### config.mk
export PLATFORM = sky130hd
export DESIGN_NAME = rc4_key_ram
export DESIGN_NICKNAME = d
export VERILOG_FILES = /design/src/design/rc4_pkg.sv /design/src/design/rc4_key_ram.sv
export SDC_FILE = /design/constraint.sdc
export NUM_CORES = 2
export LEC_CHECK = 0
export ABC_AREA = 1
export BUFFER_PORTS_ARGS = -buffer_cell sky130_fd_sc_hd__buf_2
export CAP_MARGIN = 20
export CORE_MARGIN = 10
export CORE_UTILIZATION = 28
export CTS_CLUSTER_SIZE = 28
export DETAILED_ROUTE_END_ITERATION = 16
export HOLD_SLACK_MARGIN = 0.15
export PLACE_DENSITY_LB_ADDON = 0.25
export SLEW_MARGIN = 10
export SYNTH_ARGS = -nofsm -noshare
export SYNTH_HDL_FRONTEND = slang
export SYNTH_SLANG_ARGS = --single-unit
### constraint.sdc
create_clock -name clk -period 2.55 [get_ports clk]
set_input_delay 0.51 -clock clk [delete_from_list [all_inputs] [get_ports clk]]
set_output_delay 0.51 -clock clk [all_outputs]
set_load 0.1 [all_outputs]
### src/design/rc4_pkg.sv
// Package for the RC4 keystream cipher.
// Holds byte and state types, operation codes and the permutation memory request.
// No dependencies.
package rc4_pkg;

  localparam int PERM_DEPTH = 256;

  typedef logic [7:0] byte_t;

  localparam logic OP_KEY  = 1'b0;
  localparam logic OP_DATA = 1'b1;

  typedef enum logic [2:0] {
    ST_IDLE,
    ST_D_RD_J,
    ST_D_RD_T,
    ST_D_OUT,
    ST_K_RD,
    ST_K_ACC,
    ST_K_WR_N,
    ST_K_WR_A
  } state_t;

  typedef struct packed {
    logic  rd_en;
    byte_t rd_addr;
    logic  wr_en;
    byte_t wr_addr;
    byte_t wr_data;
    logic  clr;
  } perm_req_t;

endpackage

### src/design/rc4_key_ram.sv
// Key store: one byte per key position, one write and one registered read per cycle.
// Contents are undefined until written. Depends on rc4_pkg.
module rc4_key_ram import rc4_pkg::*; #(
  parameter int DEPTH = 256,
  localparam int AW = (DEPTH > 1) ? $clog2(DEPTH) : 1
) (
  input  logic          clk,
  input  logic          wr_en,
  input  logic [AW-1:0] wr_addr,
  input  byte_t         wr_data,
  input  logic          rd_en,
  input  logic [AW-1:0] rd_addr,
  output byte_t         rd_data
);

  byte_t mem [DEPTH];
  byte_t rd_data_r;

  always_ff @(posedge clk) begin
    if (wr_en) begin
      mem[wr_addr] <= wr_data;
    end
  end

  always_ff @(posedge clk) begin
    if (rd_en) begin
      rd_data_r <= mem[rd_addr];
    end
  end

  assign rd_data = rd_data_r;

endmodule

==> impl_metrics.ini <==
[placement]
place.port_buffers = 34
hpwl_um = 167000
numPlacedInstances = 11200
gp_congestion = 0.861
postPlaceCellArea_um2 = 93500

[worst_setup_path]
crit_path_end = rd_data[4]
path_depth = 15
crit_slowest_cell = buf_12
cp_cell_sequence = buf_8 > inv_16 > buf_12 > buf_4 > buf_4 > nand2_1 > nand3_1 > nand3_1 > nand3_1 > nand3_1 > nand3_1 > nand3_1 > nand2_1 > nand2_1 > nand2_1
cp.required_ps = 3280
startpoint_type = input pin
crit_path_frequent_cell = nand3_1
r2r_cells = 10
slowest_delay_ps = 290
critPathLaunch = rd_addr[0]
path_class = in2reg
regToRegSetupSlack_ps = 300
crit_buf_inv = 5
cp_max_fo = 46
r2r_end = rd_data[4]
cpLargestDelayFamily = simple AND/OR/NAND/NOR gates
endpoint_kind = flip-flop
cp.arrival_ps = 3220
reg2reg_from = mem[63][4]

[die]
num_rows = 200
dieArea_um2 = 320000
pin_count = 35
core_area_um2 = 297000
fp.dieH_um = 566
initial_core_util_pct = 28.1
die_x_um = 566

[timing]
clock_skew_ps = 55.2
setup_viol = 0
finalCriticalPeriod_ps = 2490
max_freq_mhz = 402
worst_pin_slew_ps = 907
rsz0062_at_grt = false
slew_headroom_pct = 39.5
finalHoldViolCount = 0
post-route-period-util_pct = 97.6
slew_violations = 0

[routing]
viasPerCell = 4.81
wl_per_cell_um = 22.5
drtAntennaViolNets = 0
vias = 56000
wirelength_um = 262000
drt_first_pass_iters = 5
route.detailed.drc = 0
drt_iter0_drc = 5301

[synth]
synthMostInstantiatedCell = nand2_1
synth_common_cells = nand2_1 (2123), edfxtp_1 (2056), nand3_1 (2019)
synth_edf_count = 2056
synth_nets = 7030
ys.flop_type = edfxtp_1
synth-seq-area-share_pct = 74.0
synth.cell_area_um2 = 83500
avgSynthCellArea_um2 = 11.9
async_flop_share_pct = 0
yosysUniqueCellTypes = 13
synth_area_leaders = edfxtp_1 (74%), nand3_1 (12%), nand2_1 (9.5%)
ys_ff_latch = 2056
synth_top_area_share_pct = 74.0
syn_inst = 7003
ys_warn_count = 0
yosys.area.top_type = edfxtp_1

[layout]
final_layout_size_suffix_gt1_share_pct = 13.9
finish.instance_area_um2 = 100000
nets = 7549
syn2layout_area_growth_pct = 20.2
instances_no_fill = 11600

[outcome]
outcome = finished, final reports clean

[clock_tree]
ctsRootBufferMaster = clkbuf_16
cts_buffers = 220
clk_latency_ps = 890
clkTransAtPathRegs_ps = 60
cts_setup_buffers = 0
cts_tree = built
htreeDepth = 4
cts_sinks = 2056
cts.path.max_buffers = 4

[hold_path]
min_path_type = in2reg
hold_path_startpoint = rd_addr[6]
hold_depth = 5

[grt]
grt_util_all_layers_pct = 15.7
gr-total-overflow = 0
grt_max_degree = 83
grt_first_pass_wirelength_um = 383000
grt_pass1_vias = 55500
antenna_found_initial = 9

[pwr]
p_per_area_nw_per_um2 = 726
max-vdd-ir-drop_mv = 0.595
leakage_nw = 35.4

[job]
cap_violations = 0
[registers in the layout, indices dropped and copies added (netlist names)]
register  cells
mem        2048
rd_data       8
[through the flow]
| stage | setup TNS, ps | total power (W) | hold slack (ps) | setup slack [ps] | utilization, % |
|---|---|---|---|---|---|
| 3_3_place_gp | -4060 | 0.0432 | 898 | -706 | 31.5 |
| 5_1_grt | 0 | 0.0753 | 449 | 31.8 | 33.8 |
| 4_1_cts | 0 | 0.0736 | 392 | 19.3 | 33.8 |
| 2_1_floorplan | 0 | 0.0404 | 609 | 549 | - |
| 3_5_place_dp | -4130 | 0.0432 | 902 | -736 | 31.5 |
| 6_report | 0 | 0.0729 | 448 | 60.0 | 33.8 |
[routing by layer]
| layer | vias to the layer above | track usage [%] | share of wire (%) |
|---|---|---|---|
| met5 | - | 0 | 0.010 |
| met4 | 4 | 4.94 | 3.3 |
| met3 | 406 | 1.93 | 5.3 |
| met2 | 1624 | 26.4 | 48 |
| met1 | 28000 | 21.2 | 43 |
| li1 | 25900 | - | - |
[where the power goes]
group	switching (W)	internal, W	total, W
clock	0.0131	0.0173	0.0305
combinational	0.00361	0.00152	0.00513
sequential	0.0000356	0.0373	0.0373
[worst register-to-register path, delay by kind of cell (launching register included)]
family / cells / cell delay, ps
flops: 1 / 350
simple gates: 10 / 1690
[how the worst min path moves through the flow]
| stage | end | slack [ps] |
|---|---|---|
| finish | rd_data[0] | 450 |
| CTS | rd_data[0] | 390 |
| detailed placement | mem[102][3] | 900 |
| global placement | mem[102][3] | 900 |
| floorplan | mem[0][0] | 610 |
| global route | rd_data[0] | 450 |
[repair_timing]
action,CTS,global route
resized for setup,1,0
hold buffers,10,0
endpoints found under the hold margin,206,0
setup endpoints to repair,1,0
[cells in the final DEF (no fill, tap or decap), drive strengths merged]
cell	instances
diode	8
nor2	283
bufinv	15
nand2	2123
clkbuf	274
clkinv	88
clkinvlp	6
buf	770
edfxtp	2056
inv	46
dlygate4sd3	10
nand3	2019
[cells by family (layout without fill, tap and decap cells)]
family / after synthesis / after routing / share of synthesized area, %
other: 0 / 8 / 0
buffers and inverters: 522 / 1209 / 3.12
and+or+nand+nor: 4425 / 4425 / 22.9
DFF: 2056 / 2056 / 74.0
[area by class of cell]
type / instances / area (um2)
diodes: 8 / 20.0
clock buffers: 274 / 5730
clock inverters: 116 / 967
fillers: 29500 / 196000
inverters: 39 / 180
multi-input cells: 4425 / 19200
flip-flops and latches: 2056 / 61700
well taps: 3939 / 4930
repair buffers: 780 / 7630
Note: power is estimated with default switching activity, not from simulation.
