===== src/design/rc4_pkg.sv =====
// Package for the RC4 keystream cipher.
// Holds byte and state types, operation codes and the permutation memory request.
// No dependencies.
package rc4_pkg;

  localparam int PERM_DEPTH = 256;

  typedef logic [7:0] byte_t;

  localparam logic OP_KEY  = 1'b0;
  localparam logic OP_DATA = 1'b1;

  typedef enum logic [2:0] {
    ST_IDLE,
    ST_D_RD_J,
    ST_D_RD_T,
    ST_D_OUT,
    ST_K_RD,
    ST_K_ACC,
    ST_K_WR_N,
    ST_K_WR_A
  } state_t;

  typedef struct packed {
    logic  rd_en;
    byte_t rd_addr;
    logic  wr_en;
    byte_t wr_addr;
    byte_t wr_data;
    logic  clr;
  } perm_req_t;

endpackage


===== src/design/rc4_perm_ram.sv =====
// Permutation memory: 256 bytes, one write and one registered read per cycle.
// Per-entry valid bits make an unwritten entry read as its own index.
// Depends on rc4_pkg.
module rc4_perm_ram import rc4_pkg::*; (
  input  logic      clk,
  input  logic      rst_n,
  input  perm_req_t req,
  output byte_t     rd_data
);

  byte_t                   mem [PERM_DEPTH];
  logic [PERM_DEPTH-1:0]   valid_r;
  byte_t                   rd_data_r;

  always_ff @(posedge clk) begin
    if (req.wr_en) begin
      mem[req.wr_addr] <= req.wr_data;
    end
  end

  always_ff @(posedge clk) begin
    if (req.rd_en) begin
      rd_data_r <= valid_r[req.rd_addr] ? mem[req.rd_addr] : req.rd_addr;
    end
  end

  always_ff @(posedge clk) begin
    if (!rst_n) begin
      valid_r <= '0;
    end else if (req.clr) begin
      valid_r <= '0;
    end else if (req.wr_en) begin
      valid_r[req.wr_addr] <= 1'b1;
    end
  end

  assign rd_data = rd_data_r;

endmodule


===== config.mk =====
export PLATFORM = sky130hd
export DESIGN_NAME = rc4_perm_ram
export DESIGN_NICKNAME = d
export VERILOG_FILES = /design/src/design/rc4_pkg.sv /design/src/design/rc4_perm_ram.sv
export SDC_FILE = /design/constraint.sdc
export NUM_CORES = 2
export LEC_CHECK = 0
export BUFFER_PORTS_ARGS = -buffer_cell sky130_fd_sc_hd__buf_4
export CAP_MARGIN = 10
export CORE_MARGIN = 2
export CORE_UTILIZATION = 40
export CTS_BUF_LIST = sky130_fd_sc_hd__clkbuf_2 sky130_fd_sc_hd__clkbuf_4 sky130_fd_sc_hd__clkbuf_8
export DETAILED_ROUTE_END_ITERATION = 12
export PLACE_DENSITY = 0.54
export SYNTH_ARGS = -nofsm -noshare
export SYNTH_HDL_FRONTEND = slang
export SYNTH_SLANG_ARGS = --single-unit

===== constraint.sdc =====
create_clock -name clk -period 4.09 [get_ports clk]
set_clock_uncertainty 0.2 [all_clocks]
set_input_delay 0.818 -clock clk [delete_from_list [all_inputs] [get_ports clk]]
set_output_delay 0.818 -clock clk [all_outputs]
set_load 0.02 [all_outputs]

==> flow_metrics.env <==
export IMPL_drive_gt1_share_pct=34.1
export IMPL_clock_path_buffers=4
export IMPL_synthXorXnorAreaFrac_pct=0
export IMPL_start_util_pct=40.1
export IMPL_drt_total_wl_um=243000
export IMPL_yosysSeqAreaShare_pct=75.2
export IMPL_grt_max_degree=120
export IMPL_power_internal_mw=37.8
export IMPL_power_share_switching_pct=22.2
export IMPL_dr_pass1_iters=6
export IMPL_cts_buffers=395
export IMPL_worst_slew_pin_slew_ns=1.19
export IMPL_clk_latency_ns=1.08
export IMPL_vias=46931
export IMPL_fin_ws_ns=0.309
export IMPL_h_tree_depth=5
export IMPL_drt_iter0_markers=4936
export IMPL_worstHoldEndpoint="mem[90][6]$_DFFE_PP_"
export IMPL_seq_power_share_pct=53.0
export IMPL_num_rows=173
export IMPL_drc=0
export IMPL_pre_cts_slack_ns=-0.701
export IMPL_synth_area_mux_share_pct=16.7
export IMPL_final_hold_violation_count=0
export IMPL_reg2reg_depth=10
export IMPL_total_power_mw=48.6
export IMPL_p_comb_share_pct=5.3
export IMPL_synthArstFlopShare_pct=0
export IMPL_synth_area_sq_um=88900
export IMPL_report_final_setup_viol=0
export IMPL_wire_per_inst_um=28.4
export IMPL_cts_tree="done"
export IMPL_holdWs_ns=0.0728
export IMPL_final_cell_mix="2056 x edfxtp_1, 738 x nor2_1, 586 x mux4_2"
export IMPL_drv_slew=0
export IMPL_rr_startpoint="mem[223][4]$_DFFE_PP_"
export IMPL_yosys_area_share_adder_pct=0
export IMPL_clk_pin_slew_worst_paths_ns=0.06
export IMPL_fp_dieArea_sq_um=226000
export IMPL_port_buffers=36
export IMPL_core_area_sq_um=222000
export IMPL_synthToLayoutAreaGrowth_pct=17.5
export IMPL_ys_warn_count=0
export IMPL_power_density_nw_per_um2=465
export IMPL_slew_headroom_pct=20.7
export IMPL_synth_top_family_by_area="multiplexers"
export IMPL_end_kind="flop"
export IMPL_dpl_hpwl_um=156000
export IMPL_r2r_end="rd_data[4]$_DFFE_PP_"
export IMPL_cts_setup_buffers=0
export IMPL_critical_path_class="input port to flop"
export IMPL_rrSetupSlack_ns=0.48
export IMPL_cts_sinks=2312
export IMPL_max_cap_violations=0
export IMPL_arrival_ns=4.36
export IMPL_synth_cells=4516
export IMPL_grtUsageTotal_pct=21.5
export IMPL_max_clock_freq_mhz=264
export IMPL_syn_nets=4545
export IMPL_fin_nets=5278
export IMPL_min_period_ns=3.78
export IMPL_hp_start="req[7]"
export IMPL_crit_required_ns=4.67
export IMPL_critPathLaunchType="input port"
export IMPL_syn_area_per_cell_sq_um=19.7
export IMPL_min_path_type="input port to flop"
export IMPL_clkPwrFrac_pct=41.7
export IMPL_die_h_um=475
export IMPL_gp_congestion=0.848
export IMPL_p_leak_nw=34.0
export IMPL_grt_overflow=0
export IMPL_hold_path_depth=1
export IMPL_synth_edf_count=2056
export IMPL_antenna_found_initial=12
export IMPL_synth_cell_types=53
export IMPL_ios=37
export IMPL_synthFlopType="edfxtp_1"
export IMPL_status="finished, final reports clean"
export IMPL_die_w_um=475
export IMPL_final_period_utilization_pct=92.5
export IMPL_p_sw_mw=10.8
export IMPL_via_per_inst=5.50
export IMPL_layout_commonest_cell="edfxtp_1"
export IMPL_synth_compound_area_share_pct=2.37
export IMPL_ys_seq_elements=2312
export IMPL_grt_pass1_vias=47421
export IMPL_path_max_fanout=21
export IMPL_grt_pass1_wl_um=348000
export IMPL_postRouteAntennaNets=0
export IMPL_rsz0062_at_grt="no"
export IMPL_vdd_drop_max_v=0.000363
export IMPL_clock_root_buffer="clkbuf_8"
export IMPL_synthSimpleGateAreaFrac_pct=4.12
[synth_stat cells (12+ instances only)]
| cell | instances | area share (%) |
|---|---|---|
| a221oi_1 | 18 | 0.18 |
| edfxtp_1 | 2056 | 69 |
| dfxtp_1 | 256 | 5.8 |
| clkbuf_1 | 122 | 0.52 |
| mux2i_1 | 118 | 1.3 |
| o22ai_1 | 53 | 0.37 |
| a22o_1 | 20 | 0.20 |
| mux4_2 | 586 | 15 |
| buf_4 | 34 | 0.29 |
| a211oi_1 | 12 | 0.10 |
| a21oi_1 | 25 | 0.14 |
| nand2_1 | 50 | 0.21 |
| nor4_1 | 15 | 0.11 |
| nor2b_1 | 26 | 0.18 |
| buf_2 | 68 | 0.38 |
| o211ai_1 | 15 | 0.13 |
| a22oi_1 | 51 | 0.43 |
| nand3_1 | 26 | 0.15 |
| mux2_2 | 35 | 0.44 |
| buf_6 | 23 | 0.29 |
| o21ba_2 | 29 | 0.33 |
| nor2_1 | 739 | 3.1 |
| o21ai_0 | 23 | 0.13 |
| buf_1 | 19 | 0.080 |
| o221ai_1 | 14 | 0.14 |
[layout make-up]
cell class | instances | area, sq um
clock inverters | 140 | 759
clock buffers | 563 | 6870
multi-input cells | 1933 | 20700
flip-flops and latches | 2312 | 66900
diodes | 8 | 20.0
fillers | 18882 | 117000
repair buffers | 602 | 5470
inverters | 5 | 20.0
well taps | 2975 | 3720
[per-layer routing]
metal  GRT usage (%)  part of all wire (%)  vias up  wire [um]
met5               0                0.0041        -         10
met4            7.29                   3.1        2       7580
met3            3.62                   6.1      374      14700
met2            34.1                    48     1700     116000
met1            30.4                    43    25058     105000
li1                -                     -    19797          -
[sequential cells by signal, summed over array words and instances, names as in the netlist]
signal / cells
mem: 2048
rd_data: 8
valid_r: 256
[power by group through the flow]
stage / Sequential, mW / Clock [mW] / Combinational (mW)
CTS: 25.8 / 20.8 / 2.60
detailed placement: 26.3 / 0 / 2.59
global placement: 26.3 / 0 / 2.57
floorplan: 26.3 / 0 / 1.26
global route: 25.8 / 21.8 / 2.70
finish: 25.8 / 20.3 / 2.56
[worst max-delay path: stages]
cell      delay, ns
buf_8          0.25
buf_12         0.21
buf_12         0.22
buf_4          0.23
mux4_2         0.51
a22oi_1        0.22
a21oi_1        0.21
nor4_1         0.93
buf_4          0.25
a211oi_1       0.05
nor2b_1        0.15
mux2_4         0.25
[per-stage QoR]
stage / setup TNS, ns / instance area [sq um] / std cells / util [%]
after floorplan: 0 / 88900 / 4516 / -
after global placement: -2.35 / 96800 / 7823 / 43.7
after detailed placement: -2.32 / 96800 / 7823 / 43.7
after CTS: 0 / 104000 / 8530 / 47.1
after global routing: 0 / 104000 / 8538 / 47.1
final: 0 / 104000 / 8538 / 47.1
[cell families after synthesis]
kind of cell | after synthesis
and+or+nand+nor | 905
DFF | 2312
muxes | 746
AOI/OAI and AO/OA | 282
buffers and inverters | 271
[worst max-delay path by stage]
stage,start,endpoint,slack (ns)
2_1_floorplan,req[18],rd_data[0]$_DFFE_PP_,0.42
3_3_place_gp,req[18],rd_data[4]$_DFFE_PP_,-0.67
3_5_place_dp,req[18],rd_data[4]$_DFFE_PP_,-0.70
4_1_cts,req[18],rd_data[4]$_DFFE_PP_,0.42
5_1_grt,req[18],rd_data[4]$_DFFE_PP_,0.14
6_report,req[18],rd_data[4]$_DFFE_PP_,0.31
[timing repair]
action | 4_1_cts | 5_1_grt
endpoints found under the hold margin | 44 | 0
gates resized for setup | 0 | 0
hold buffers | 4 | 0
(Power assumes the default switching activity.)
