File: config.mk
export PLATFORM = sky130hd
export DESIGN_NAME = rc4_engine_flat
export DESIGN_NICKNAME = d
export VERILOG_FILES = /design/src/design/rc4_pkg.sv /design/src/design/rc4_in_if.sv /design/src/design/rc4_out_if.sv /design/src/design/rc4_engine.sv /design/src/flat_wrapper.sv
export SDC_FILE = /design/constraint.sdc
export NUM_CORES = 1
export LEC_CHECK = 0
export BUFFER_PORTS_ARGS = -buffer_cell sky130_fd_sc_hd__buf_2
export CAP_MARGIN = 20
export CORE_MARGIN = 5
export CORE_UTILIZATION = 35
export DETAILED_ROUTE_END_ITERATION = 7
export HOLD_SLACK_MARGIN = 0.02
export SLEW_MARGIN = 20
export SYNTH_ARGS = -nofsm -noshare
export SYNTH_HDL_FRONTEND = slang
export SYNTH_SLANG_ARGS = --single-unit
File: constraint.sdc
create_clock -name clk -period 8.4 [get_ports clk]
set_input_delay 0.84 -clock clk [delete_from_list [all_inputs] [get_ports clk]]
set_output_delay 0.84 -clock clk [all_outputs]
set_load 0.02 [all_outputs]
File: src/design/rc4_pkg.sv
// Package for the RC4 keystream cipher.
// Holds byte and state types, operation codes and the permutation memory request.
// No dependencies.
package rc4_pkg;

  localparam int PERM_DEPTH = 256;

  typedef logic [7:0] byte_t;

  localparam logic OP_KEY  = 1'b0;
  localparam logic OP_DATA = 1'b1;

  typedef enum logic [2:0] {
    ST_IDLE,
    ST_D_RD_J,
    ST_D_RD_T,
    ST_D_OUT,
    ST_K_RD,
    ST_K_ACC,
    ST_K_WR_N,
    ST_K_WR_A
  } state_t;

  typedef struct packed {
    logic  rd_en;
    byte_t rd_addr;
    logic  wr_en;
    byte_t wr_addr;
    byte_t wr_data;
    logic  clr;
  } perm_req_t;

endpackage

File: src/design/rc4_in_if.sv
// Input channel of the RC4 keystream cipher: one key or data word per handshake.
// Depends on rc4_pkg.
interface rc4_in_if import rc4_pkg::*; ();
  logic  valid;
  logic  ready;
  logic  operation;
  byte_t byte_value;
  logic  key_last;

  modport source (output valid, output operation, output byte_value, output key_last,
                  input ready);
  modport sink (input valid, input operation, input byte_value, input key_last,
                output ready);
endinterface

File: src/design/rc4_out_if.sv
// Result channel of the RC4 keystream cipher: one cipher word per handshake.
// Depends on rc4_pkg.
interface rc4_out_if import rc4_pkg::*; ();
  logic  valid;
  logic  ready;
  byte_t cipher_byte;

  modport source (output valid, output cipher_byte, input ready);
  modport sink (input valid, input cipher_byte, output ready);
endinterface

File: src/design/rc4_engine.sv
// Sequencer of the RC4 keystream cipher with its one shared byte adder.
// Drives the permutation and key memories and holds the output register.
// Depends on rc4_pkg, rc4_in_if and rc4_out_if.
module rc4_engine import rc4_pkg::*; #(
  parameter int MAX_KEY_BYTES = 256,
  localparam int KAW = (MAX_KEY_BYTES > 1) ? $clog2(MAX_KEY_BYTES) : 1,
  localparam int KLW = $clog2(MAX_KEY_BYTES + 1)
) (
  input  logic           clk,
  input  logic           rst_n,
  rc4_in_if.sink         in_word,
  rc4_out_if.source      out_word,
  output perm_req_t      perm_req,
  input  byte_t          perm_rd,
  output logic           key_wr_en,
  output logic [KAW-1:0] key_wr_addr,
  output byte_t          key_wr_data,
  output logic           key_rd_en,
  output logic [KAW-1:0] key_rd_addr,
  input  byte_t          key_rd
);

  state_t         state_r, state_nxt;
  byte_t          idx_i_r, idx_i_nxt;
  byte_t          idx_j_r, idx_j_nxt;
  logic [KLW-1:0] klen_r, klen_nxt;
  logic [KAW-1:0] kidx_r, kidx_nxt;
  byte_t          hold_a_r, hold_a_nxt;
  byte_t          hold_b_r, hold_b_nxt;
  byte_t          t_r, t_nxt;
  byte_t          val_r, val_nxt;
  logic           out_valid_r, out_valid_nxt;
  byte_t          out_byte_r, out_byte_nxt;

  byte_t          add_a, add_b, add_c, sum;
  byte_t          kb, ks;
  logic           out_free;

  assign kb       = (klen_r == '0) ? 8'd0 : key_rd;
  assign out_free = !out_valid_r || out_word.ready;
  assign ks       = (t_r == idx_j_r) ? hold_a_r :
                    (t_r == idx_i_r) ? hold_b_r : perm_rd;

  always_comb begin
    add_a = idx_i_r;
    add_b = 8'd1;
    add_c = 8'd0;
    unique case (state_r) inside
      ST_D_RD_J: begin
        add_a = idx_j_r;
        add_b = perm_rd;
      end
      ST_K_ACC: begin
        add_a = idx_j_r;
        add_b = perm_rd;
        add_c = kb;
      end
      ST_D_RD_T: begin
        add_a = hold_a_r;
        add_b = perm_rd;
      end
      ST_IDLE, ST_K_WR_A, ST_D_OUT, ST_K_RD, ST_K_WR_N: begin
        add_a = idx_i_r;
        add_b = 8'd1;
      end
      default: begin
        add_a = idx_i_r;
      end
    endcase
  end

  assign sum = add_a + add_b + add_c;

  always_comb begin
    state_nxt     = state_r;
    idx_i_nxt     = idx_i_r;
    idx_j_nxt     = idx_j_r;
    klen_nxt      = klen_r;
    kidx_nxt      = kidx_r;
    hold_a_nxt    = hold_a_r;
    hold_b_nxt    = hold_b_r;
    t_nxt         = t_r;
    val_nxt       = val_r;
    out_valid_nxt = out_valid_r && !out_word.ready;
    out_byte_nxt  = out_byte_r;
    perm_req      = '0;
    key_wr_en     = 1'b0;
    key_wr_addr   = klen_r[KAW-1:0];
    key_wr_data   = in_word.byte_value;
    key_rd_en     = 1'b0;
    key_rd_addr   = kidx_r;

    unique case (state_r)
      ST_IDLE: begin
        if (in_word.valid) begin
          if (in_word.operation == OP_DATA) begin
            perm_req.rd_en   = 1'b1;
            perm_req.rd_addr = sum;
            idx_i_nxt        = sum;
            val_nxt          = in_word.byte_value;
            state_nxt        = ST_D_RD_J;
          end else begin
            if (klen_r < KLW'(MAX_KEY_BYTES)) begin
              key_wr_en = 1'b1;
              klen_nxt  = klen_r + KLW'(1);
            end
            if (in_word.key_last) begin
              perm_req.clr = 1'b1;
              idx_i_nxt    = 8'd0;
              idx_j_nxt    = 8'd0;
              kidx_nxt     = '0;
              state_nxt    = ST_K_RD;
            end
          end
        end
      end
      ST_D_RD_J: begin
        idx_j_nxt        = sum;
        perm_req.rd_en   = 1'b1;
        perm_req.rd_addr = sum;
        hold_a_nxt       = perm_rd;
        state_nxt        = ST_D_RD_T;
      end
      ST_D_RD_T: begin
        perm_req.wr_en   = 1'b1;
        perm_req.wr_addr = idx_i_r;
        perm_req.wr_data = perm_rd;
        perm_req.rd_en   = 1'b1;
        perm_req.rd_addr = sum;
        hold_b_nxt       = perm_rd;
        t_nxt            = sum;
        state_nxt        = ST_D_OUT;
      end
      ST_D_OUT: begin
        perm_req.wr_en   = 1'b1;
        perm_req.wr_addr = idx_j_r;
        perm_req.wr_data = hold_a_r;
        if (out_free) begin
          out_valid_nxt = 1'b1;
          out_byte_nxt  = val_r ^ ks;
          state_nxt     = ST_IDLE;
        end
      end
      ST_K_RD: begin
        perm_req.rd_en   = 1'b1;
        perm_req.rd_addr = idx_i_r;
        key_rd_en        = 1'b1;
        state_nxt        = ST_K_ACC;
      end
      ST_K_ACC: begin
        idx_j_nxt        = sum;
        perm_req.rd_en   = 1'b1;
        perm_req.rd_addr = sum;
        hold_a_nxt       = perm_rd;
        state_nxt        = ST_K_WR_N;
      end
      ST_K_WR_N: begin
        perm_req.wr_en   = 1'b1;
        perm_req.wr_addr = idx_i_r;
        perm_req.wr_data = perm_rd;
        state_nxt        = ST_K_WR_A;
      end
      ST_K_WR_A: begin
        perm_req.wr_en   = 1'b1;
        perm_req.wr_addr = idx_j_r;
        perm_req.wr_data = hold_a_r;
        idx_i_nxt        = sum;
        if ((KLW'(kidx_r) + KLW'(1)) == klen_r) begin
          kidx_nxt = '0;
        end else begin
          kidx_nxt = kidx_r + KAW'(1);
        end
        if (idx_i_r == 8'hFF) begin
          idx_j_nxt = 8'd0;
          klen_nxt  = '0;
          state_nxt = ST_IDLE;
        end else begin
          state_nxt = ST_K_RD;
        end
      end
      default: begin
        state_nxt = ST_IDLE;
      end
    endcase
  end

  always_ff @(posedge clk) begin
    if (!rst_n) begin
      state_r     <= ST_IDLE;
      idx_i_r     <= 8'd0;
      idx_j_r     <= 8'd0;
      klen_r      <= '0;
      out_valid_r <= 1'b0;
    end else begin
      state_r     <= state_nxt;
      idx_i_r     <= idx_i_nxt;
      idx_j_r     <= idx_j_nxt;
      klen_r      <= klen_nxt;
      out_valid_r <= out_valid_nxt;
    end
  end

  always_ff @(posedge clk) begin
    kidx_r     <= kidx_nxt;
    hold_a_r   <= hold_a_nxt;
    hold_b_r   <= hold_b_nxt;
    t_r        <= t_nxt;
    val_r      <= val_nxt;
    out_byte_r <= out_byte_nxt;
  end

  assign in_word.ready        = (state_r == ST_IDLE);
  assign out_word.valid       = out_valid_r;
  assign out_word.cipher_byte = out_byte_r;

endmodule

File: src/flat_wrapper.sv
// flat-port wrapper written by rule: the top's interface ports become plain ports
module rc4_engine_flat import rc4_pkg::*;
#(
  parameter int MAX_KEY_BYTES = 256,
  localparam int KAW = (MAX_KEY_BYTES > 1) ? $clog2(MAX_KEY_BYTES) : 1,
  localparam int KLW = $clog2(MAX_KEY_BYTES + 1)
)
  (clk, rst_n, perm_req, perm_rd, key_wr_en, key_wr_addr, key_wr_data, key_rd_en, key_rd_addr, key_rd, in_word_valid, in_word_operation, in_word_byte_value, in_word_key_last, in_word_ready, out_word_valid, out_word_cipher_byte, out_word_ready);
  rc4_in_if in_word_i ();
  rc4_out_if out_word_i ();
  input  logic clk;
  input  logic rst_n;
  output perm_req_t perm_req;
  input  byte_t perm_rd;
  output logic key_wr_en;
  output logic [KAW-1:0] key_wr_addr;
  output byte_t key_wr_data;
  output logic key_rd_en;
  output logic [KAW-1:0] key_rd_addr;
  input  byte_t key_rd;
  input wire logic [$bits(in_word_i.valid)-1:0] in_word_valid;
  input wire logic [$bits(in_word_i.operation)-1:0] in_word_operation;
  input wire logic [$bits(in_word_i.byte_value)-1:0] in_word_byte_value;
  input wire logic [$bits(in_word_i.key_last)-1:0] in_word_key_last;
  output wire logic [$bits(in_word_i.ready)-1:0] in_word_ready;
  output wire logic [$bits(out_word_i.valid)-1:0] out_word_valid;
  output wire logic [$bits(out_word_i.cipher_byte)-1:0] out_word_cipher_byte;
  input wire logic [$bits(out_word_i.ready)-1:0] out_word_ready;
  assign in_word_i.valid = in_word_valid;
  assign in_word_i.operation = in_word_operation;
  assign in_word_i.byte_value = in_word_byte_value;
  assign in_word_i.key_last = in_word_key_last;
  assign in_word_ready = in_word_i.ready;
  assign out_word_valid = out_word_i.valid;
  assign out_word_cipher_byte = out_word_i.cipher_byte;
  assign out_word_i.ready = out_word_ready;
  rc4_engine #(.MAX_KEY_BYTES(MAX_KEY_BYTES)) u_core (.clk(clk), .rst_n(rst_n), .in_word(in_word_i), .out_word(out_word_i), .perm_req(perm_req), .perm_rd(perm_rd), .key_wr_en(key_wr_en), .key_wr_addr(key_wr_addr), .key_wr_data(key_wr_data), .key_rd_en(key_rd_en), .key_rd_addr(key_rd_addr), .key_rd(key_rd));
endmodule
==> flow_metrics.tcl, run 1 <==
set metrics [dict create \
    outcome "finished, final reports clean" \
    die_h_microns 129 \
    worstPathCellList "nand2b_4, a211oi_1, and2_1, fa_1, ha_1, fa_1, a211oi_1, o21ai_0, a21oi_1, xnor3_1, o21ai_1, buf_2" \
    cts_tree "done" \
    drtIter0Drc 360 \
    numPortBuffers 92 \
    clockBufferDepth 2 \
    cellPowerDensity_nw_per_um2 195 \
    cts_sinks 77 \
    ir_drop_mv 0.105 \
    start_util_pct 35.6 \
    p_comb_share_pct 21.7 \
    vias 3902 \
    synth_top_cell_area_share_pct 29.2 \
    ctsResizeCount 0 \
    synth_fp_nets 541 \
    cp_top_family "compound AO/OA/AOI/OAI gates" \
    cts_root_buf "clkbuf_16" \
    fill_cells 1393 \
    htree_levels 3 \
    pre_cts_slack_ns 2.98 \
    core-area_sq_um 13900 \
    grt_setup_unrepaired "false" \
    clkPwrFrac_pct 36.9 \
    synth.most_common_cell "edfxtp_1" \
    yosysTopAreaCell "edfxtp_1" \
    gr-total-overflow 0 \
    drv_cap 0 \
    grt_pass1_vias 3721 \
    fp-row-count 43 \
    cts_setup_buffers 0 \
    avgViaCountPerCell 5.27 \
    crit_required_ns 7.56 \
    wl_per_cell_microns 17.8 \
    antenna_cells 0 \
    setup-tns-final_ns 0 \
    path_clk_slew_ns 0.06 \
    worstMarginPinSlew_ns 1.07 \
    hold_class "flop to flop" \
    worstSetupStartpointType "flop" \
    fp.dieW_microns 129 \
    drc 0 \
    hold_viol 0 \
    hold-worst-slack_ns 0.521 \
    final_max_slew_viol_count 0 \
    worst_setup_path_end_kind "output pin" \
    synth_area_sq_um 4940 \
    grtUsageTotal_pct 15.8 \
    criticalPathCategory "flop to output pin" \
    regMostFlops "u_core.klen_r" \
    seq_area_sq_um 2020 \
    ys_ff_latch 77 \
    cp_num_buf_inv 1 \
    final_core_util_pct 41.2 \
    instances_no_fill 741 \
    finalSetupViolations 0 \
    finalWorstSetupSlack_ns 2.63 \
    synth-seq-area-share_pct 40.9 \
    totalWireLength_mm 13.2 \
    cp_slowest_stage_delay_ns 1.03 \
    dr.pass1.iters 6 \
    synth.avg_cell_area_sq_um 10.0 \
    multiInputGateArea_sq_um 2590 \
    io-pin-count 93 \
    synthTopCellsByArea "edfxtp_1, dfxtp_1, xnor2_1, nor2b_1, xor2_1" \
    grt_max_degree 48 \
    place_congestion 0.832 \
    area_delta_synth_final_pct 15.8 \
    cp_data_arrival_time_ns 4.93 \
    swShare_pct 29.7 \
    synth_common_cells "edfxtp_1, nor2b_1, dfxtp_1" \
    synth-edff-count 48 \
    grt_antenna_before_repair 1 \
    largest_reg_flops 9 \
    synth-warning-count 0 \
    cp_max_fo 47 \
    synth-main-ff-cell "edfxtp_1" \
    fin_skew_ns 0.00664 \
    die_area_sq_um 16600 \
    holdBufCountCts 0 \
    timing.fmax_mhz 173 \
    cpMaxStageDelayCell "dfxtp_2" \
    worstSkewPairLatency_ns 0.34 \
    switchingPower_uw 330 \
    final_nets 603 \
    async_reset_ff_share_pct 0 \
    antenna_left 0 \
    p_int_uw 783 \
    synthCells 494 \
    placed_cells 725 \
    slew_headroom_pct 28.9 \
    dpl.hpwl_mm 9.88 \
    cts_inserted_buffers 9 \
    drive_gt1_share_pct 23.4 \
    post-route-period-util_pct 68.7 \
    ys_types 60 \
    period_minus_slack_ns 5.77 \
    power_frac_seq_pct 41.4 \
    p_leak_nw 2.22 \
    grt_pass1_wl_mm 20.6 \
]
-- area by class of cell --
cell class / instances / area share (%)
inverters: 23 / 1.51
well taps: 180 / 3.94
clock inverters: 6 / 1.53
clock buffers: 10 / 4.00
multi-input cells: 350 / 45.2
flip-flops and latches: 77 / 35.4
repair buffers: 95 / 8.44
-- kinds of logic after synthesis --
| logic type | Yosys count | share of synthesized area (%) |
|---|---|---|
| AOI/OAI and AO/OA | 98 | 13.3 |
| xor gates and xnor gates | 49 | 9.55 |
| adders and majority gates | 17 | 5.52 |
| buffers and inverters | 67 | 6.74 |
| DFF | 77 | 40.9 |
| muxes | 26 | 5.47 |
| and+or+nand+nor | 160 | 18.5 |
-- worst paths after layout --
path | to | start | cells past startpoint | slack, ns
min reg2reg | u_core.idx_j_r[7]$_SDFFE_PN0P_ | u_core.idx_j_r[7]$_SDFFE_PN0P_ | 2 | 0.52
max reg2reg | u_core.idx_i_r[7]$_SDFFE_PN0P_ | u_core.state_r[0]$_SDFFE_PN0P_ | 11 | 3.94
max | perm_req[25] | u_core.state_r[0]$_SDFFE_PN0P_ | 12 | 2.63
min | u_core.idx_j_r[7]$_SDFFE_PN0P_ | u_core.idx_j_r[7]$_SDFFE_PN0P_ | 2 | 0.52
-- per-stage QoR --
stage / power [mW] / area (sq um)
global route: 1.17 / 5720
floorplan: 0.636 / 4940
CTS: 1.12 / 5720
global placement: 0.703 / 5400
finish: 1.11 / 5720
detailed placement: 0.707 / 5400
-- power groups by stage --
| stage | Sequential [mW] | Clock (mW) | Combinational (mW) |
|---|---|---|---|
| final | 0.461 | 0.411 | 0.241 |
| after global routing | 0.463 | 0.437 | 0.266 |
| after CTS | 0.460 | 0.421 | 0.241 |
| after detailed placement | 0.468 | 0 | 0.239 |
| after global placement | 0.467 | 0 | 0.237 |
| after floorplan | 0.450 | 0 | 0.186 |
-- routing by layer --
layer | global-route usage, % | part of all wire, % | up-vias | wire, microns
li1 | - | - | 1877 | -
met1 | 23.4 | 48 | 1876 | 6340
met2 | 22.8 | 44 | 133 | 5730
met3 | 3.32 | 6.7 | 14 | 876
met4 | 5.25 | 1.5 | 2 | 196
met5 | 0 | 0.099 | - | 13
-- tightest hold or removal path, cell delays in order (launching register included) --
cell     delay [ns]
dfxtp_1        0.34
nand3_1        0.08
o21ai_1        0.05
-- cell usage in the layout, fill, tap and decap left out, types with 18 or more instances in the layout --
cell type,instances
buf_2,92
edfxtp_1,48
nor2b_1,32
nand2_1,28
dfxtp_1,28
nor2_1,27
xnor2_1,24
inv_1,22
xor2_1,22
o21ai_0,21
mux2i_1,18
Power figures use the tool's default switching activity.
==> run 2: changes to the inputs <==
==> constraint.sdc (replaced) <==
create_clock -name clk -period 4.8 [get_ports clk]
set_input_delay 0.48 -clock clk [delete_from_list [all_inputs] [get_ports clk]]
set_output_delay 0.48 -clock clk [all_outputs]
set_load 0.02 [all_outputs]
==> run 2 against run 1 <==
Cell area increased by 1.1%. Routed wire length grew 0.94%. Setup slack worse by 2.3 ns. Via count is 0.10% lower. Sequential cell count unchanged. Global-route usage rose by 0.43 points. Sequential share of layout area down 0.33 points. Non-clock buffer count is 7 higher. Critical path type unchanged. Largest power group unchanged.
==> flow_metrics.tcl, run 2 (synthesis gave the netlist of run 1 again) <==
set metrics [dict create \
    path_clk_slew_ns 0.06 \
    dpl.hpwl_mm 10.1 \
    vias 3898 \
    grt_antenna_before_repair 0 \
    cp_slowest_stage_delay_ns 0.48 \
    slew_headroom_pct 49.5 \
    largest_reg_flops 9 \
    htree_levels 3 \
    reg2regPathDepth 14 \
    outcome "finished, final reports clean" \
    holdBufCountCts 0 \
    cts_inserted_buffers 9 \
    cpMaxStageDelayCell "xnor3_2" \
    hold_class "input pin to flop" \
    clockBufferDepth 2 \
    layout_commonest_cell "buf_2" \
    grt_pass1_vias 3853 \
    cts_tree "done" \
    worstSkewPairLatency_ns 0.34 \
    final_cell_mix "buf_2, edfxtp_1, nor2b_1" \
    worst_setup_path_end_kind "output pin" \
    start_util_pct 35.6 \
    dr.pass1.iters 4 \
    die_area_sq_um 16600 \
    cp_data_arrival_time_ns 4.00 \
    regMostFlops "u_core.klen_r" \
    finalSetupViolations 0 \
    antenna_cells 0 \
    rr_startpoint "u_core.klen_r[1]$_SDFFE_PN0P_" \
    r2r_slack_ns 1.25 \
    area_delta_synth_final_pct 17.0 \
    grt_pass1_wl_mm 21.1 \
    fp-row-count 43 \
    cellPowerDensity_nw_per_um2 336 \
    drtIter0Drc 335 \
    die_h_microns 129 \
    cp_num_buf_inv 3 \
    drv_cap 0 \
    totalWireLength_mm 13.3 \
    worstReg2RegEnd "u_core.idx_j_r[7]$_SDFFE_PN0P_" \
    ir_drop_mv 0.164 \
    core-area_sq_um 13900 \
    gr-total-overflow 0 \
    drive_gt1_share_pct 25.0 \
    cts_sinks 77 \
    drc 0 \
    hold_viol 0 \
    grt_setup_unrepaired "false" \
    cts_setup_buffers 0 \
    io-pin-count 93 \
    final_nets 610 \
    numPortBuffers 92 \
    post-route-period-util_pct 93.3 \
    cp_top_family "adder cells" \
    final_max_slew_viol_count 0 \
    avgViaCountPerCell 5.21 \
    criticalPathCategory "flop to output pin" \
    fin_skew_ns 0.00965 \
    grt_max_degree 24 \
    hold_path_end "u_core.val_r[2]$_DFFE_PP_" \
    worstSetupStartpointType "flop" \
    worstPathCellList "inv_1, ha_1, nor4b_4, a211oi_1, buf_4, and2_1, fa_1, ha_1, fa_2, a211oi_2, o21ai_0, a21oi_1, xnor3_2, o21ai_1, buf_2" \
    timing.fmax_mhz 223 \
    cp_max_fo 7 \
    place_congestion 0.885 \
    cpMostUsedCell "ha_1" \
    worstMarginPinSlew_ns 0.757 \
    antenna_left 0 \
    p_leak_nw 2.26 \
    min_path_cells 1 \
    hold_path_startpoint "in_word_byte_value[2]" \
    power_mw 1.94 \
    cts_root_buf "clkbuf_16" \
    setup-tns-final_ns 0 \
    crit_required_ns 4.32 \
    fp.dieW_microns 129 \
    grtUsageTotal_pct 16.2 \
    wl_per_cell_microns 17.8 \
    period_minus_slack_ns 4.48 \
]
-- run 2: changes by cell type in the layout (fill, tap and decap cells not counted), moves of 2 or more --
cell        previous run  this run
buf_4                  3        10
dfxtp_2                1         3
clkinvlp_4             3         1
dfxtp_1               28        26
-- run 2: how the worst max path moves through the flow --
stage / startpoint / endpoint / cells past startpoint
2_1_floorplan: u_core.klen_r[0]$_SDFFE_PN0P_ / perm_req[25] / 13
3_3_place_gp: u_core.state_r[1]$_SDFFE_PN0P_ / perm_req[25] / 14
3_5_place_dp: u_core.state_r[1]$_SDFFE_PN0P_ / perm_req[25] / 14
4_1_cts: u_core.state_r[1]$_SDFFE_PN0P_ / perm_req[25] / 14
5_1_grt: u_core.klen_r[1]$_SDFFE_PN0P_ / perm_req[25] / 15
6_report: u_core.klen_r[1]$_SDFFE_PN0P_ / perm_req[25] / 15
-- run 2: timing repair --
action | 4_1_cts | 5_1_grt
hold endpoints to repair | 0 | 0
endpoints found under the setup margin | 0 | 1
gates resized for setup | 0 | 5
-- run 2: final cells by class --
cell class | count | area, sq um
tap | 180 | 225
timing repair buffer | 102 | 536
multi-input combinational | 350 | 2590
sequential | 77 | 2030
fill | 1371 | 8100
inverter | 23 | 86.3
clock inverter | 3 | 42.5
clock buffer | 13 | 272
-- run 2: worst reg2reg max path: stages (launching register included) --
cell and delay, ns:
dfxtp_2 0.39, inv_1 0.06, ha_1 0.18, nor4b_4 0.13, a211oi_1 0.21, buf_4 0.18
and2_1 0.16, fa_1 0.41, ha_1 0.25, fa_2 0.38, a211oi_2 0.21, o21ai_0 0.11
a21oi_1 0.16, xnor3_2 0.48, o21ai_1 0.15
-- run 2: per-layer routing --
metal	GRT usage [%]	routed length [microns]	vias to the layer above	share of wire [%]
li1	-	-	1893	-
met1	23.0	6220	1856	47
met2	24.5	5950	131	45
met3	3.61	854	18	6.4
met4	5.62	259	0	1.9
met5	0	0	-	0
-- run 2: through the flow --
| step | hold WS, ns | setup slack [ns] | std cells | util (%) | cell area [sq um] |
|---|---|---|---|---|---|
| after global placement | 0.513 | 0.526 | 732 | 39.3 | 5460 |
| after detailed placement | 0.518 | 0.443 | 732 | 39.3 | 5460 |
| after CTS | 0.323 | 0.0478 | 748 | 41.6 | 5770 |
| final | 0.337 | 0.321 | 748 | 41.7 | 5780 |
| after floorplan | 0.468 | 0.484 | 494 | - | 4940 |
| after global routing | 0.328 | 0.0703 | 748 | 41.7 | 5780 |
-- run 2: report_power, final --
| group | total (mW) | switching [mW] | internal, mW | leakage, nW |
|---|---|---|---|---|
| logic | 0.443 | 0.270 | 0.172 | 1.43 |
| clock network | 0.706 | 0.259 | 0.448 | 0.151 |
| registers | 0.794 | 0.0430 | 0.751 | 0.679 |
| total | 1.94 | 0.572 | 1.37 | 2.26 |
==> run 3: changes to the inputs <==
--- a/config.mk
+++ b/config.mk
@@ -5,12 +5,14 @@
 export SDC_FILE = /design/constraint.sdc
 export NUM_CORES = 1
 export LEC_CHECK = 0
+export ABC_AREA = 1
 export BUFFER_PORTS_ARGS = -buffer_cell sky130_fd_sc_hd__buf_2
 export CAP_MARGIN = 20
 export CORE_MARGIN = 5
 export CORE_UTILIZATION = 35
 export DETAILED_ROUTE_END_ITERATION = 7
 export HOLD_SLACK_MARGIN = 0.02
+export PLACE_DENSITY = 0.54
 export SLEW_MARGIN = 20
 export SYNTH_ARGS = -nofsm -noshare
 export SYNTH_HDL_FRONTEND = slang
==> run 3 against run 2 <==
Clock power fell by 3.1%. Synthesized cell count is 22% higher. Sequential share of layout area grew 1.2 points. Area after synthesis shrank 4.1%. Critical path type unchanged.
==> flow_metrics.tcl, run 3 <==
set metrics [dict create \
    fin_skew_ns 0.00583 \
    hold_viol 0 \
    synth-main-ff-cell "edfxtp_1" \
    synth-seq-area-share_pct 42.7 \
    timing.fmax_mhz 231 \
    antenna_left 0 \
    yosysTopAreaCell "edfxtp_1" \
    synth.most_common_cell "nand2_1" \
    clkPwrFrac_pct 34.0 \
    finalWorstSetupSlack_ns 0.470 \
    drv_cap 0 \
    synth_fp_nets 650 \
    cts_root_buf "clkbuf_16" \
    placed_cells 850 \
    holdBufCountCts 0 \
    async_reset_ff_share_pct 0 \
    synth_common_cells "nand2_1, inv_1, nor2_1" \
    multiInputGateArea_sq_um 2230 \
    wl_per_cell_microns 15.8 \
    drc 0 \
    slew_headroom_pct 47.7 \
    ys_ff_latch 77 \
    criticalPathCategory "flop to output pin" \
    grt_setup_unrepaired "false" \
    dpl.hpwl_mm 10.6 \
    numPortBuffers 92 \
    synthTopCellsByArea "edfxtp_1, nand2_1, dfxtp_1, inv_1, nand3_1" \
    cts_setup_buffers 0 \
    gr-total-overflow 0 \
    ir_drop_mv 0.209 \
    synth_area_sq_um 4740 \
    cp_num_buf_inv 3 \
    dpl-instance-area_sq_um 5280 \
    regMostFlops "u_core.klen_r" \
    period_minus_slack_ns 4.33 \
    cts_sinks 77 \
    design_area_sq_um 5590 \
    drive_gt1_share_pct 19.1 \
    worstSetupStartpointType "flop" \
    final_nets 732 \
    post-route-period-util_pct 90.2 \
    totalWireLength_mm 13.7 \
    avgViaCountPerCell 4.83 \
    worstSkewPairLatency_ns 0.34 \
    ys_types 38 \
    synth-edff-count 48 \
    power_frac_seq_pct 40.3 \
    switchingPower_uw 684 \
    swShare_pct 34.0 \
    die_h_microns 126 \
    clockBufferDepth 2 \
    fp-row-count 42 \
    worstMarginPinSlew_ns 0.781 \
    cp_max_fo 13 \
    p_comb_share_pct 25.8 \
    p_int_mw 1.33 \
    worstPathCellList "inv_2, nand2_1, nand2_2, inv_1, nor2_1, fa_1, ha_1, fa_1, nand3_1, nand3_1, nor2_1, nor2_1, nand3_1, nand2_1, o22ai_1, buf_2" \
    synth-warning-count 0 \
    die_area_sq_um 16000 \
    pre_cts_slack_ns 0.720 \
    htree_levels 3 \
    p_leak_nw 2.59 \
    grtUsageTotal_pct 17.3 \
    cellPowerDensity_nw_per_um2 361 \
    fp.dieW_microns 126 \
    cts_tree "done" \
    antenna_cells 0 \
    final_cell_mix "nand2_1, buf_2, inv_1" \
    cpMaxStageDelayCell "dfxtp_1" \
    synth_top_cell_area_share_pct 30.4 \
    cp_data_arrival_time_ns 3.85 \
    place_congestion 0.906 \
    path_clk_slew_ns 0.06 \
    grt_max_degree 22 \
    vias 4181 \
    outcome "finished, final reports clean" \
    layout_commonest_cell "nand2_1" \
    setup-tns-final_ns 0 \
    largest_reg_flops 9 \
    hold_class "input pin to flop" \
    drtIter0Drc 297 \
    seq_area_sq_um 2020 \
    finalSetupViolations 0 \
    dr.pass1.iters 5 \
    final_max_slew_viol_count 0 \
    synthCells 603 \
    worst_setup_path_end_kind "output pin" \
    grt_pass1_wl_mm 21.6 \
    crit_required_ns 4.32 \
    io-pin-count 93 \
    synth.avg_cell_area_sq_um 7.86 \
    grt_antenna_before_repair 0 \
    cts_inserted_buffers 9 \
    grt_pass1_vias 4019 \
    cp_slowest_stage_delay_ns 0.52 \
    start_util_pct 35.8 \
    instances_no_fill 866 \
    area_delta_synth_final_pct 17.9 \
    hold-worst-slack_ns 0.326 \
    fill_cells 1355 \
    cp_top_family "simple AND/OR/NAND/NOR gates" \
    core-area_sq_um 13200 \
]
[run 3: metal layers]
layer	track usage [%]	routed length (microns)
met2	26.8	6180
met4	4.29	159
met3	4.92	1090
met1	23.9	6270
met5	0	0
[run 3: power by group through the flow]
stage | combinational (mW) | sequential, mW | clock (mW)
CTS | 0.517 | 0.811 | 0.702
floorplan | 0.357 | 0.821 | 0
global placement | 0.508 | 0.823 | 0
finish | 0.519 | 0.811 | 0.684
global route | 0.576 | 0.817 | 0.728
detailed placement | 0.513 | 0.825 | 0
[run 3: logic make-up (layout without fill, tap and decap cells)]
logic type                 count (synthesis)  after routing  share of synthesized area (%)
xor gates and xnor gates                  24             24                           4.73
buffers and inverters                    113            200                           10.4
adders and majority gates                 17             17                           5.76
and+or+nand+nor                          291            291                           26.9
DFF                                       77             77                           42.7
AOI/OAI and AO/OA                         81             81                           9.59
[run 3: stage by stage]
step	total power, mW	utilization, %
6_report	2.01	42.2
5_1_grt	2.12	42.2
4_1_cts	2.03	42.2
3_5_place_dp	1.34	39.9
3_3_place_gp	1.33	39.8
2_1_floorplan	1.18	-
[run 3: layout make-up]
cell class	instances	area share [%]
well taps	176	3.94
inverters	89	5.98
flip-flops and latches	77	36.2
multi-input cells	413	39.9
repair buffers	95	8.65
clock buffers	9	4.03
clock inverters	7	1.32
[run 3: what timing repair did]
action,4_1_cts,5_1_grt
endpoints found under the hold margin,0,0
gates resized for setup,0,1
endpoints found under the setup margin,0,1
[run 3: path summary, 6_finish.rpt]
| path | depth (start not counted) | slack [ns] | from | to |
|---|---|---|---|---|
| setup / recovery | 16 | 0.47 | u_core.state_r[1]$_SDFFE_PN0P_ | perm_req[25] |
| hold / removal | 1 | 0.33 | in_word_byte_value[3] | u_core.val_r[3]$_DFFE_PP_ |
| setup reg to reg | 16 | 1.26 | u_core.state_r[1]$_SDFFE_PN0P_ | u_core.t_r[7]$_DFFE_PN_ |
| hold reg to reg | 2 | 0.50 | u_core.idx_j_r[4]$_SDFFE_PN0P_ | u_core.idx_j_r[4]$_SDFFE_PN0P_ |
[run 3: worst register-to-register path, cell delays in order, from the launching register on]
cell     delay (ns)
dfxtp_1        0.52
inv_2          0.12
nand2_1        0.27
nand2_2        0.23
inv_1          0.23
nor2_1         0.09
fa_1           0.47
ha_1           0.25
fa_1           0.43
nand3_1        0.11
nand3_1        0.12
inv_1          0.08
nor2_1         0.04
nor2_1         0.07
nand3_1        0.11
nand2_1        0.11
inv_1          0.05
